<file path="src/design/assert_macros.svh">
// Assertion helpers included by the frame encoder core.
`ifndef ASSERT_MACROS_SVH
`define ASSERT_MACROS_SVH

// Checked on every clock edge outside reset.
`define ASSERT_CLK(label, prop) \
    label: assert property (@(posedge aclk) disable iff (!aresetn) (prop)) \
        else $error("assertion failed");

// Checked on every clock edge, reset included.
`define ASSERT_ANY(label, prop) \
    label: assert property (@(posedge aclk) (prop)) \
        else $error("assertion failed");

`endif

</file>
<file path="src/design/wse_pkg.sv">
package wse_pkg;

    // frame geometry
    localparam int FRAME_BYTES = 24;
    localparam int FRAME_BITS  = FRAME_BYTES * 8;
    localparam int MSG_BITS    = 48;
    localparam int DIG_BITS    = 40;
    localparam logic [4:0] LAST_IDX = 5'(FRAME_BYTES - 1);

    localparam logic [11:0] FIRST_PRE = 12'h001;
    localparam logic [14:0] REP_PRE   = 15'h1FFD;

    // digest constants
    localparam logic [7:0] DIGEST_GEN = 8'h98;
    localparam logic [7:0] DIGEST_KEY = 8'h3E;
    localparam logic [7:0] DIGEST_XOR = 8'h64;

    // raw = trunc(t*9/50) + 720; x/50 as (x*DIV_MUL) >> DIV_SHIFT, exact for x < 2^18
    localparam logic [11:0] RAW_OFFSET = 12'd720;
    localparam logic [18:0] DIV_MUL    = 19'd335545;
    localparam int          DIV_SHIFT  = 24;

    // register indexes (word address bits 3:2)
    localparam logic [1:0] REG_MODEL = 2'd0;
    localparam logic [1:0] REG_ID    = 2'd1;
    localparam logic [1:0] REG_CHAN  = 2'd2;
    localparam logic [1:0] REG_HUM   = 2'd3;

    localparam logic [7:0] MODEL_RST = 8'd70;
    localparam logic [7:0] ID_RST    = 8'd72;
    localparam logic [2:0] CHAN_RST  = 3'd0;
    localparam logic [7:0] HUM_RST   = 8'd50;

    typedef struct packed {
        logic [7:0] model;
        logic [7:0] id;
        logic [2:0] chan;
        logic [7:0] hum;
    } cfg_t;

    // converted temperature: sign and magnitude of trunc(t*9/50)
    typedef struct packed {
        logic        neg;
        logic [12:0] mag;
    } conv_t;

    typedef logic [DIG_BITS-1:0][7:0] key_arr_t;

    // key sequence of the digest LFSR, one key per bit of the first five message bytes
    function automatic key_arr_t make_keys();
        key_arr_t   keys;
        logic [7:0] key;
        key = DIGEST_KEY;
        for (int i = 0; i < DIG_BITS; i++) begin
            keys[i] = key;
            if (key[0]) begin
                key = (key >> 1) ^ DIGEST_GEN;
            end else begin
                key = key >> 1;
            end
        end
        return keys;
    endfunction

    localparam key_arr_t DIGEST_KEYS = make_keys();

    // Manchester word for one frame byte: 1 -> 10, 0 -> 01, MSB first
    function automatic logic [15:0] frame_word(logic [MSG_BITS-1:0] msg, logic [4:0] idx);
        logic [FRAME_BITS-1:0] frame;
        logic [7:0]            off;
        logic [7:0]            fbyte;
        logic [15:0]           word;
        frame = {FIRST_PRE, msg, 2'b00, REP_PRE, msg, 2'b00, REP_PRE, msg, 2'b00};
        off   = {3'b000, LAST_IDX - idx} << 3;
        fbyte = frame[off +: 8];
        for (int j = 0; j < 8; j++) begin
            word[2*j+1] = fbyte[j];
            word[2*j]   = ~fbyte[j];
        end
        return word;
    endfunction

endpackage

</file>
<file path="src/design/wse_temp_conv.sv">
module wse_temp_conv (
    input  logic                aclk,
    input  logic                aresetn,
    input  logic                in_valid,
    output logic                in_ready,
    input  logic [14:0]         in_temp,
    output logic                out_valid,
    input  logic                out_ready,
    output wse_pkg::conv_t      out_conv
);

    logic           temp_valid_reg;
    logic [14:0]    temp_reg;
    logic           conv_valid_reg;
    wse_pkg::conv_t conv_reg;
    wse_pkg::conv_t conv_next;
    logic           conv_ready;

    logic [14:0]    mag;
    logic [17:0]    times9;
    logic [36:0]    prod;

    assign conv_ready = !conv_valid_reg || out_ready;
    assign in_ready   = !temp_valid_reg || conv_ready;

    // magnitude * 9, then divide by 50 through the reciprocal
    always_comb begin
        mag    = temp_reg[14] ? (~temp_reg + 15'd1) : temp_reg;
        times9 = {mag, 3'b000} + {3'b000, mag};
        prod   = 37'(times9) * 37'(wse_pkg::DIV_MUL);
        conv_next.neg = temp_reg[14];
        conv_next.mag = prod[wse_pkg::DIV_SHIFT +: 13];
    end

    // input stage
    always_ff @(posedge aclk) begin
        if (!aresetn) begin
            temp_valid_reg <= 1'b0;
        end else if (in_ready) begin
            temp_valid_reg <= in_valid;
        end
        if (in_ready && in_valid) begin
            temp_reg <= in_temp;
        end
    end

    // quotient stage
    always_ff @(posedge aclk) begin
        if (!aresetn) begin
            conv_valid_reg <= 1'b0;
        end else if (conv_ready) begin
            conv_valid_reg <= temp_valid_reg;
        end
        if (conv_ready && temp_valid_reg) begin
            conv_reg <= conv_next;
        end
    end

    assign out_valid = conv_valid_reg;
    assign out_conv  = conv_reg;

endmodule

</file>
<file path="src/design/wse_msg_build.sv">
module wse_msg_build (
    input  logic                aclk,
    input  logic                aresetn,
    input  wse_pkg::cfg_t       cfg,
    input  logic                in_valid,
    output logic                in_ready,
    input  wse_pkg::conv_t      in_conv,
    output logic                out_valid,
    input  logic                out_ready,
    output logic [47:0]         out_msg
);

    logic        msg_valid_reg;
    logic [47:0] msg_reg;
    logic [47:0] msg_next;
    logic [11:0] raw;
    logic [39:0] head;
    logic [7:0]  digest;

    assign in_ready = !msg_valid_reg || out_ready;

    // raw value, first five bytes and digest
    always_comb begin
        raw = in_conv.neg ? (wse_pkg::RAW_OFFSET - in_conv.mag[11:0])
                          : (wse_pkg::RAW_OFFSET + in_conv.mag[11:0]);
        head = {cfg.model, cfg.id, 1'b0, cfg.chan, raw[11:8], raw[7:0], cfg.hum};
        digest = 8'h00;
        for (int i = 0; i < wse_pkg::DIG_BITS; i++) begin
            if (head[wse_pkg::DIG_BITS-1-i]) begin
                digest = digest ^ wse_pkg::DIGEST_KEYS[i];
            end
        end
        msg_next = {head, digest ^ wse_pkg::DIGEST_XOR};
    end

    always_ff @(posedge aclk) begin
        if (!aresetn) begin
            msg_valid_reg <= 1'b0;
        end else if (in_ready) begin
            msg_valid_reg <= in_valid;
        end
        if (in_ready && in_valid) begin
            msg_reg <= msg_next;
        end
    end

    assign out_valid = msg_valid_reg;
    assign out_msg   = msg_reg;

endmodule

</file>
<file path="src/design/wse_serializer.sv">
module wse_serializer (
    input  logic        aclk,
    input  logic        aresetn,
    input  logic        in_valid,
    output logic        in_ready,
    input  logic [47:0] in_msg,
    output logic        out_valid,
    input  logic        out_ready,
    output logic [4:0]  out_idx,
    output logic [15:0] out_word,
    output logic        out_last
);

    logic        busy_reg;
    logic [4:0]  idx_reg;
    logic [47:0] msg_reg;
    logic        is_last;

    assign is_last  = (idx_reg == wse_pkg::LAST_IDX);
    // a new message loads as the final word of the current one leaves
    assign in_ready = !busy_reg || (out_ready && is_last);

    always_ff @(posedge aclk) begin
        if (!aresetn) begin
            busy_reg <= 1'b0;
            idx_reg  <= 5'd0;
        end else if (in_ready && in_valid) begin
            busy_reg <= 1'b1;
            idx_reg  <= 5'd0;
        end else if (busy_reg && out_ready) begin
            if (is_last) begin
                busy_reg <= 1'b0;
            end else begin
                idx_reg <= idx_reg + 5'd1;
            end
        end
        if (in_ready && in_valid) begin
            msg_reg <= in_msg;
        end
    end

    assign out_valid = busy_reg;
    assign out_idx   = idx_reg;
    assign out_word  = wse_pkg::frame_word(msg_reg, idx_reg);
    assign out_last  = is_last;

endmodule

</file>
<file path="src/design/weather_sensor_ook_frame_encoder_core.sv">
// Channel   Direction  Word
// s_axis    in         tdata[14:0] temp_centi (signed), rest zero
// m_axis    out        tdata[4:0] byte_index, [20:5] coded_word; tlast = last_word
// apb       in         regs at 0x0 model, 0x4 id, 0x8 channel, 0xC humidity
//
// Each temperature word yields 24 coded words, one per cycle while m_tready is high.
// The word serializer emits them.
// After the input is taken it passes the input, quotient, message and serializer registers;
// the next input is converted meanwhile and follows the previous frame's last word
// with no gap.
// Reset (aresetn low, synchronous) empties the pipeline and loads register defaults.
// A stall on m_tready holds the current word and backs up into s_tready.
`include "assert_macros.svh"

module weather_sensor_ook_frame_encoder_core (
    input  logic        aclk,
    input  logic        aresetn,
    // s: [14:0] temp_centi, [15] zero
    input  logic        s_tvalid,
    output logic        s_tready,
    input  logic [15:0] s_tdata,
    // m: [4:0] byte_index, [20:5] coded_word, [23:21] zero
    output logic        m_tvalid,
    input  logic        m_tready,
    output logic [23:0] m_tdata,
    output logic        m_tlast,
    input  logic        psel,
    input  logic        penable,
    input  logic        pwrite,
    input  logic [3:0]  paddr,
    input  logic [31:0] pwdata,
    output logic [31:0] prdata,
    output logic        pready
);

    wse_pkg::cfg_t  cfg_reg;
    logic           cfg_wr;

    logic           conv_valid;
    logic           conv_ready;
    wse_pkg::conv_t conv;
    logic           msg_valid;
    logic           msg_ready;
    logic [47:0]    msg;
    logic [4:0]     byte_index;
    logic [15:0]    coded_word;

    logic           word_taken;
    logic [4:0]     idx_inc;
    logic [15:0]    pair_diff;

    // configuration registers
    assign pready = 1'b1;
    assign cfg_wr = psel && penable && pwrite && pready;

    always_ff @(posedge aclk) begin
        if (!aresetn) begin
            cfg_reg.model <= wse_pkg::MODEL_RST;
            cfg_reg.id    <= wse_pkg::ID_RST;
            cfg_reg.chan  <= wse_pkg::CHAN_RST;
            cfg_reg.hum   <= wse_pkg::HUM_RST;
        end else if (cfg_wr) begin
            unique case (paddr[3:2])
                wse_pkg::REG_MODEL: cfg_reg.model <= pwdata[7:0];
                wse_pkg::REG_ID:    cfg_reg.id    <= pwdata[7:0];
                wse_pkg::REG_CHAN:  cfg_reg.chan  <= pwdata[2:0];
                wse_pkg::REG_HUM:   cfg_reg.hum   <= pwdata[7:0];
                default: ;
            endcase
        end
    end

    // read back
    always_comb begin
        unique case (paddr[3:2])
            wse_pkg::REG_MODEL: prdata = {24'd0, cfg_reg.model};
            wse_pkg::REG_ID:    prdata = {24'd0, cfg_reg.id};
            wse_pkg::REG_CHAN:  prdata = {29'd0, cfg_reg.chan};
            wse_pkg::REG_HUM:   prdata = {24'd0, cfg_reg.hum};
            default:            prdata = 32'd0;
        endcase
    end

    wse_temp_conv u_conv (
        .aclk      (aclk),
        .aresetn   (aresetn),
        .in_valid  (s_tvalid),
        .in_ready  (s_tready),
        .in_temp   (s_tdata[14:0]),
        .out_valid (conv_valid),
        .out_ready (conv_ready),
        .out_conv  (conv)
    );

    wse_msg_build u_msg (
        .aclk      (aclk),
        .aresetn   (aresetn),
        .cfg       (cfg_reg),
        .in_valid  (conv_valid),
        .in_ready  (conv_ready),
        .in_conv   (conv),
        .out_valid (msg_valid),
        .out_ready (msg_ready),
        .out_msg   (msg)
    );

    wse_serializer u_ser (
        .aclk      (aclk),
        .aresetn   (aresetn),
        .in_valid  (msg_valid),
        .in_ready  (msg_ready),
        .in_msg    (msg),
        .out_valid (m_tvalid),
        .out_ready (m_tready),
        .out_idx   (byte_index),
        .out_word  (coded_word),
        .out_last  (m_tlast)
    );

    assign m_tdata = {3'b000, coded_word, byte_index};

    // checks
    assign word_taken = m_tvalid && m_tready;
    assign idx_inc    = byte_index + 5'd1;
    assign pair_diff  = coded_word ^ (coded_word >> 1);

    `ASSERT_CLK(a_last_idx, m_tvalid && m_tlast |-> byte_index == wse_pkg::LAST_IDX)
    `ASSERT_CLK(a_idx_step, word_taken && !m_tlast |=> m_tvalid && byte_index == $past(idx_inc))
    `ASSERT_CLK(a_manchester, m_tvalid |-> (pair_diff & 16'h5555) == 16'h5555)
    `ASSERT_ANY(a_reset_idle, !aresetn |=> !m_tvalid)

endmodule

</file>
<file path="config.mk">
export PLATFORM = sky130hd
export DESIGN_NAME = weather_sensor_ook_frame_encoder_core
export DESIGN_NICKNAME = d
export VERILOG_FILES = /design/src/design/wse_pkg.sv /design/src/design/wse_temp_conv.sv /design/src/design/wse_msg_build.sv /design/src/design/wse_serializer.sv /design/src/design/weather_sensor_ook_frame_encoder_core.sv
export VERILOG_INCLUDE_DIRS = /design/src /design/src/design
export SDC_FILE = /design/constraint.sdc
export NUM_CORES = 1
export LEC_CHECK = 0
export ABC_AREA = 1
export BUFFER_PORTS_ARGS = -buffer_cell sky130_fd_sc_hd__buf_2
export CAP_MARGIN = 20
export CORE_MARGIN = 1
export CORE_UTILIZATION = 38
export CTS_CLUSTER_SIZE = 14
export DETAILED_ROUTE_END_ITERATION = 7
export PLACE_DENSITY = 0.69
export SLEW_MARGIN = 20
export SYNTH_ARGS = -nofsm -noshare
export SYNTH_HDL_FRONTEND = slang
export SYNTH_SLANG_ARGS = --single-unit
</file>
<file path="constraint.sdc">
create_clock -name aclk -period 7.2 [get_ports aclk]
set_clock_uncertainty 0.05 [all_clocks]
set_input_delay 0.36 -clock aclk [delete_from_list [all_inputs] [get_ports aclk]]
set_output_delay 0.36 -clock aclk [all_outputs]
set_load 0.01 [all_outputs]
</file>
; ---- Yosys cells after proc, flatten, opt, wreduce, memory -nomap -nowiden
; Index checks and enable logic that the tools add are counted.
[classes]
add_sub_neg = 6
n_mul = 1
eq_ne = 4
shifts = 1
n_mux = 45
bitwise_logic = 50
reduce_logical = 26
[ops]
columns = cell, count
row1 = $shiftx A192 B9 Y8, 1
row2 = $mux W8, 18
row3 = $pmux W32 S4, 1
row4 = $not A5 Y5, 15
row5 = $not A3 Y3, 19
row6 = $mux W7, 8
row7 = $mux W6, 8
row8 = $mul A18 B19 Y36 const B, 1
row9 = $add A18 B15 Y18, 1
row10 = $add A15 B1 Y15 const B, 1
row11 = $mux W15, 1
row12 = $mux W5, 3
row13 = $not A15 Y15, 1
row14 = $not A1 Y1, 14
row15 = $add A10 B12 Y12 const A, 1
row16 = $mux W12, 1
row17 = $reduce_and A2 Y1, 6
row18 = $sub A10 B12 Y12 const A, 1
row19 = $logic_and A1 B1 Y1, 8
row20 = $add A5 B1 Y5 const B, 1
row21 = $eq A5 B5 Y1 const B, 1
row22 = $not A4 Y5, 1
row23 = $sub A5 B5 Y5 const A, 1
row24 = $eq A2 B2 Y1 const B, 2
row25 = other kinds (9), 18
[word_totals]
register_bits = 158
inputBits = 59
out_inout_bits = 60
wordCells = 147

; ---- Longest topological paths before layout
[logic_depth]
ltp_word = 77
depth_mapped = 46
depth_no_buf = 46

; ---- Modules after synthesis
; Synthesis repeated with hierarchy kept, for this count alone.
[hier_totals]
cells_unflattened = 2029
area_unflattened_um2 = 16449.5
[modules_own_cells]
columns = mod, instances, cells_per_inst, area_each_um2, seq_area_each_um2
row1 = wse_temp_conv, 1, 976, 8305.5, 910.9
row2 = wse_msg_build, 1, 523, 3812.4, 1431.4
row3 = wse_serializer, 1, 301, 2827.7, 1561.5
row4 = weather_sensor_ook_frame_encoder_core, 1, 229, 1503.9, 540.5

; ---- Worst setup path before layout
; Ideal clock, no wire load.
[synth_path]
path_type = reg-to-reg
start = register u_conv.temp_reg[0]
end = register u_conv.conv_reg (netlist bit u_conv.out_conv[8]) (data pin)
setup_time_ps = 265
arrival_ps = 7572
required_ps = 6885
path_slack_ps = -687
stages_incl_launch_ff = 30
n_path_buf = 0
synth_period_minus_slack_ps = 7887
cell_sequence = edfxtp_1 inv_1 ha_1 or2_2 xor2_1 ha_1 nand3_1 nand3_1 nand2_1 nand3_1 xnor2_1 inv_1 fa_1 fa_1 fa_1 fa_1 fa_1 inv_1 fa_1 inv_1 ha_1 nand2_1 nor2_1 inv_1 nor3_1 nand3_1 o2111ai_1 nand2_1 o21ai_0 xor2_1
[synth_between]
elab_chain_cells = 5
[synth_lines]
columns = element, line_no
row1 = "start, declared", wse_temp_conv.sv:13  ; logic [14:0] temp_reg;
row2 = "start signal, assigned", wse_temp_conv.sv:43  ; temp_reg <= in_temp;
row3 = $not A15 Y15, wse_temp_conv.sv:28  ; mag = temp_reg[14] ? (~temp_reg + 15'd1) : temp_reg;
row4 = $add A15 B1 Y15, wse_temp_conv.sv:28
row5 = $mux W15 (*), wse_temp_conv.sv:28
row6 = $add A18 B15 Y18 (*), wse_temp_conv.sv:29  ; times9 = {mag, 3'b000} + {3'b000, mag};
row7 = $mul A18 B19 Y36 (*), wse_temp_conv.sv:30  ; prod = 37'(times9) * 37'(wse_pkg::DIV_MUL);
row8 = via u_conv.prod[32], wse_temp_conv.sv:21  ; logic [36:0] prod;
row9 = "end signal, assigned", wse_temp_conv.sv:55  ; conv_reg <= conv_next;
row10 = "end, declared", wse_temp_conv.sv:15  ; wse_pkg::conv_t conv_reg;
; The timed path passes the listed nets; every way through them passes the cells marked *.
; A chain may end at the register's enable or synchronous reset.

; ---- Worst setup path after layout
[layout_path]
start = register u_conv.temp_reg[1]
end = register u_conv.conv_reg (netlist bit u_conv.out_conv[5]) (data pin)
; Same word-level chain as after synthesis.

==> impl_metrics.ini <==
[run_status]
run_status = complete, but fails checks
violations = negative setup slack

[die]
start_util_pct = 38.5
io_pins = 119
core_area_mm2 = 0.0398
die_w_um = 203
rows = 73
die_height_um = 203
dieArea_mm2 = 0.0412

[routing]
drt_wl_total_um = 40700
wl_per_cell_um = 15.7
first_pass_iters = 5
detail-route-antenna-nets = 0
vias_per_cell = 4.89
drc = 0
drtIter0Drc = 721
via_count = 12684

[setup_path]
r2r_cells = 34
cpPeakStageDelay_ns = 0.58
critPathKind = flop to flop
worstPathArrival_ns = 7.42
reg2reg_to = u_conv.out_conv[5]
cp-start-kind = flop
worstReg2RegStart = u_conv.temp_reg[1]
crit_path_end_kind = flop
critPathMaxFanout = 4
r2r_slack_ns = -0.09
critPathSlowestCell = fa_1
crit_required_ns = 7.33

[min_path]
holdPathEnd = u_conv.temp_reg[4]
min_from = s_tdata[4]
worstHoldPathCells = 1
hold_path_class = primary input to flop

[clock_network]
clk_latency_ns = 0.43
cts_made_buffers = 17
cts_buffer_depth = 2
clkTransAtPathRegs_ns = 0.07
holdBufCountCts = 0
cts_htree_levels = 4
root_buffer = clkbuf_16
cts_tree = done
cts_num_sinks = 158

[cells_and_area]
post-route-util_pct = 47.9
n_fill_cell = 3628
layout-drive-gt1-share_pct = 23.3
nNetsFinal = 2396
area_growth_pct = 24.3

[synth]
syn_avg_cell_area_um2 = 8.37
synth_warnings = 0
yosysTopAreaCellShare_pct = 23.9
ys_types = 54
synth_seq_cells = 158
synthesis.area_mm2 = 0.0153
yosysTopAreaCell = edfxtp_1
ys_seq_area_share_pct = 28.6
synth_flop_cell = edfxtp_1
async_reset_ff_share_pct = 0
synth_edf_count = 122
synthCells = 1834
synth_area_leaders = edfxtp_1 (24%), fa_1 (15%), ha_1 (14%), nand2_1 (10%), inv_1 (9.4%)

[global_route]
grt_max_degree = 48
grt_pass1_wl_um = 63700
antenna_found_initial = 0
grt_pass1_vias = 12764
gr-usage-all-layers_pct = 19.6
grt_overflow = 0

[timing]
worst_slew_pin_slew_ns = 0.900
post-route-period-util_pct = 101
clock.fmax_mhz = 137
rsz0062_at_grt = true
drv_slew = 0
whs_ns = 0.0573
slew_headroom_pct = 39.7
finalHoldViolCount = 0
finalSetupViolations = 7
period_needed_ns = 7.29
setup_ws_ns = -0.0862

[place]
gp_congestion = 0.939
dp_hpwl_um = 31900
port_buffers = 63

[run]
maxCapViolCount = 0
==> repair_timing <==
action / CTS / global route
buffers inserted: 18 / 11
resized for setup: 52 / 172
setup endpoints to repair: 12 / 12
pin swaps: 36 / 127
endpoints found under the hold margin: 0 / 0
==> synthesized netlist by cell type (2+ instances only) <==
master / instances
xnor2_1: 38
clkbuf_1: 9
a21oi_1: 62
xnor2_2: 2
nor2_1: 84
o21ai_2: 4
o21bai_1: 6
or2_1: 4
a31oi_1: 8
buf_4: 31
a22oi_1: 10
nand3b_1: 8
o21a_1: 3
o2111ai_1: 4
o21ai_1: 3
and3_1: 3
o221ai_1: 3
nand2_1: 409
conb_1: 2
xor2_1: 54
inv_2: 8
dfxtp_1: 36
o211ai_1: 7
nor3_1: 15
nor4_1: 3
buf_2: 10
a211oi_1: 2
a32oi_1: 3
edfxtp_1: 122
nand2_2: 9
inv_1: 384
ha_1: 167
nand4_1: 11
a21o_1: 9
o31ai_1: 2
o21ai_0: 53
nand3_1: 108
a221oi_1: 4
or2_2: 6
fa_1: 114
==> worst max-delay path by stage <==
stage | endpoint | slack [ns] | startpoint
final | u_conv.out_conv[5] | -0.09 | u_conv.temp_reg[1]
after global routing | u_conv.out_conv[8] | -0.43 | u_conv.temp_reg[2]
after CTS | u_conv.out_conv[11] | 0.004 | u_conv.temp_reg[3]
after detailed placement | u_conv.out_conv[8] | -0.27 | u_conv.temp_reg[0]
after global placement | u_conv.out_conv[11] | -0.17 | u_conv.temp_reg[2]
after floorplan | u_conv.out_conv[8] | 0.02 | u_conv.temp_reg[0]
==> worst max-delay path, delay by kind of cell (launching register included) <==
family	cells	cell delay, ns
AO/OA/AOI/OAI	8	1.37
XOR/XNOR	3	0.54
adder cells (fa/ha/maj)	9	3.39
buffers and inverters	7	0.59
flip-flops	1	0.45
AND/OR/NAND/NOR	7	0.61
==> layout by cell type, fill, tap and decap left out, types with 8 or more instances in the layout <==
cell	count
a22oi_1	10
inv_2	36
ha_1	127
nand2_2	33
ha_4	35
clkbuf_16	17
conb_1	28
inv_1	354
xor2_1	44
o21ai_1	8
o21ai_0	42
edfxtp_1	122
buf_2	63
xnor2_1	37
nand3_1	100
buf_4	158
fa_2	13
xor2_2	8
a21oi_2	15
nand3b_1	8
a21o_1	9
nand2_1	378
fa_1	101
dfxtp_1	36
nor2_1	73
nand4_1	11
a21oi_1	44
o21ai_2	9
nand3_2	8
==> layout make-up <==
| cell class | count | area, um^2 | share of cell area (%) |
|---|---|---|---|
| Multi-Input combinational cell | 1258 | 10400 | 54.4 |
| Clock buffer | 18 | 429 | 2.25 |
| Inverter | 393 | 1480 | 7.74 |
| Timing Repair Buffer | 228 | 1580 | 8.28 |
| Clock inverter | 14 | 174 | 0.911 |
| Sequential cell | 158 | 4380 | 23.0 |
| Tap cell | 525 | 657 | 3.44 |
| Antenna cell | 1 | 2.50 | 0.0131 |
==> through the flow <==
| step | worst slack [ns] | area (um^2) | TNS [ns] | instances |
|---|---|---|---|---|
| 6_report | -0.0862 | 19100 | -0.262 | 2595 |
| 5_1_grt | -0.432 | 19100 | -4.09 | 2594 |
| 4_1_cts | 0.00374 | 18200 | 0 | 2584 |
| 3_5_place_dp | -0.270 | 17200 | -2.24 | 2534 |
| 3_3_place_gp | -0.171 | 17200 | -1.15 | 2534 |
| 2_1_floorplan | 0.0219 | 15500 | 0 | 1860 |
==> routing by layer <==
layer | routed length, um | track usage, %
met3 | 1690 | 2.49
met4 | 1390 | 6.77
met5 | 0 | 0
met2 | 20600 | 35.0
met1 | 17000 | 24.1
==> kinds of logic (layout without fill, tap and decap cells) <==
group                    Yosys count  after routing  synth area share [%]
AND/OR/NAND/NOR                  665            665                  18.2
AO/OA/AOI/OAI                    189            189                  7.43
flip-flops                       158            158                  28.6
buffers and inverters            444            653                  11.7
other                              2             29                0.0489
XOR/XNOR                          95             95                  5.57
adder cells (fa/ha/maj)          281            281                  28.5
Power is not shown: default switching activity piles up to over one toggle a cycle in this logic, so the estimate is an artifact.
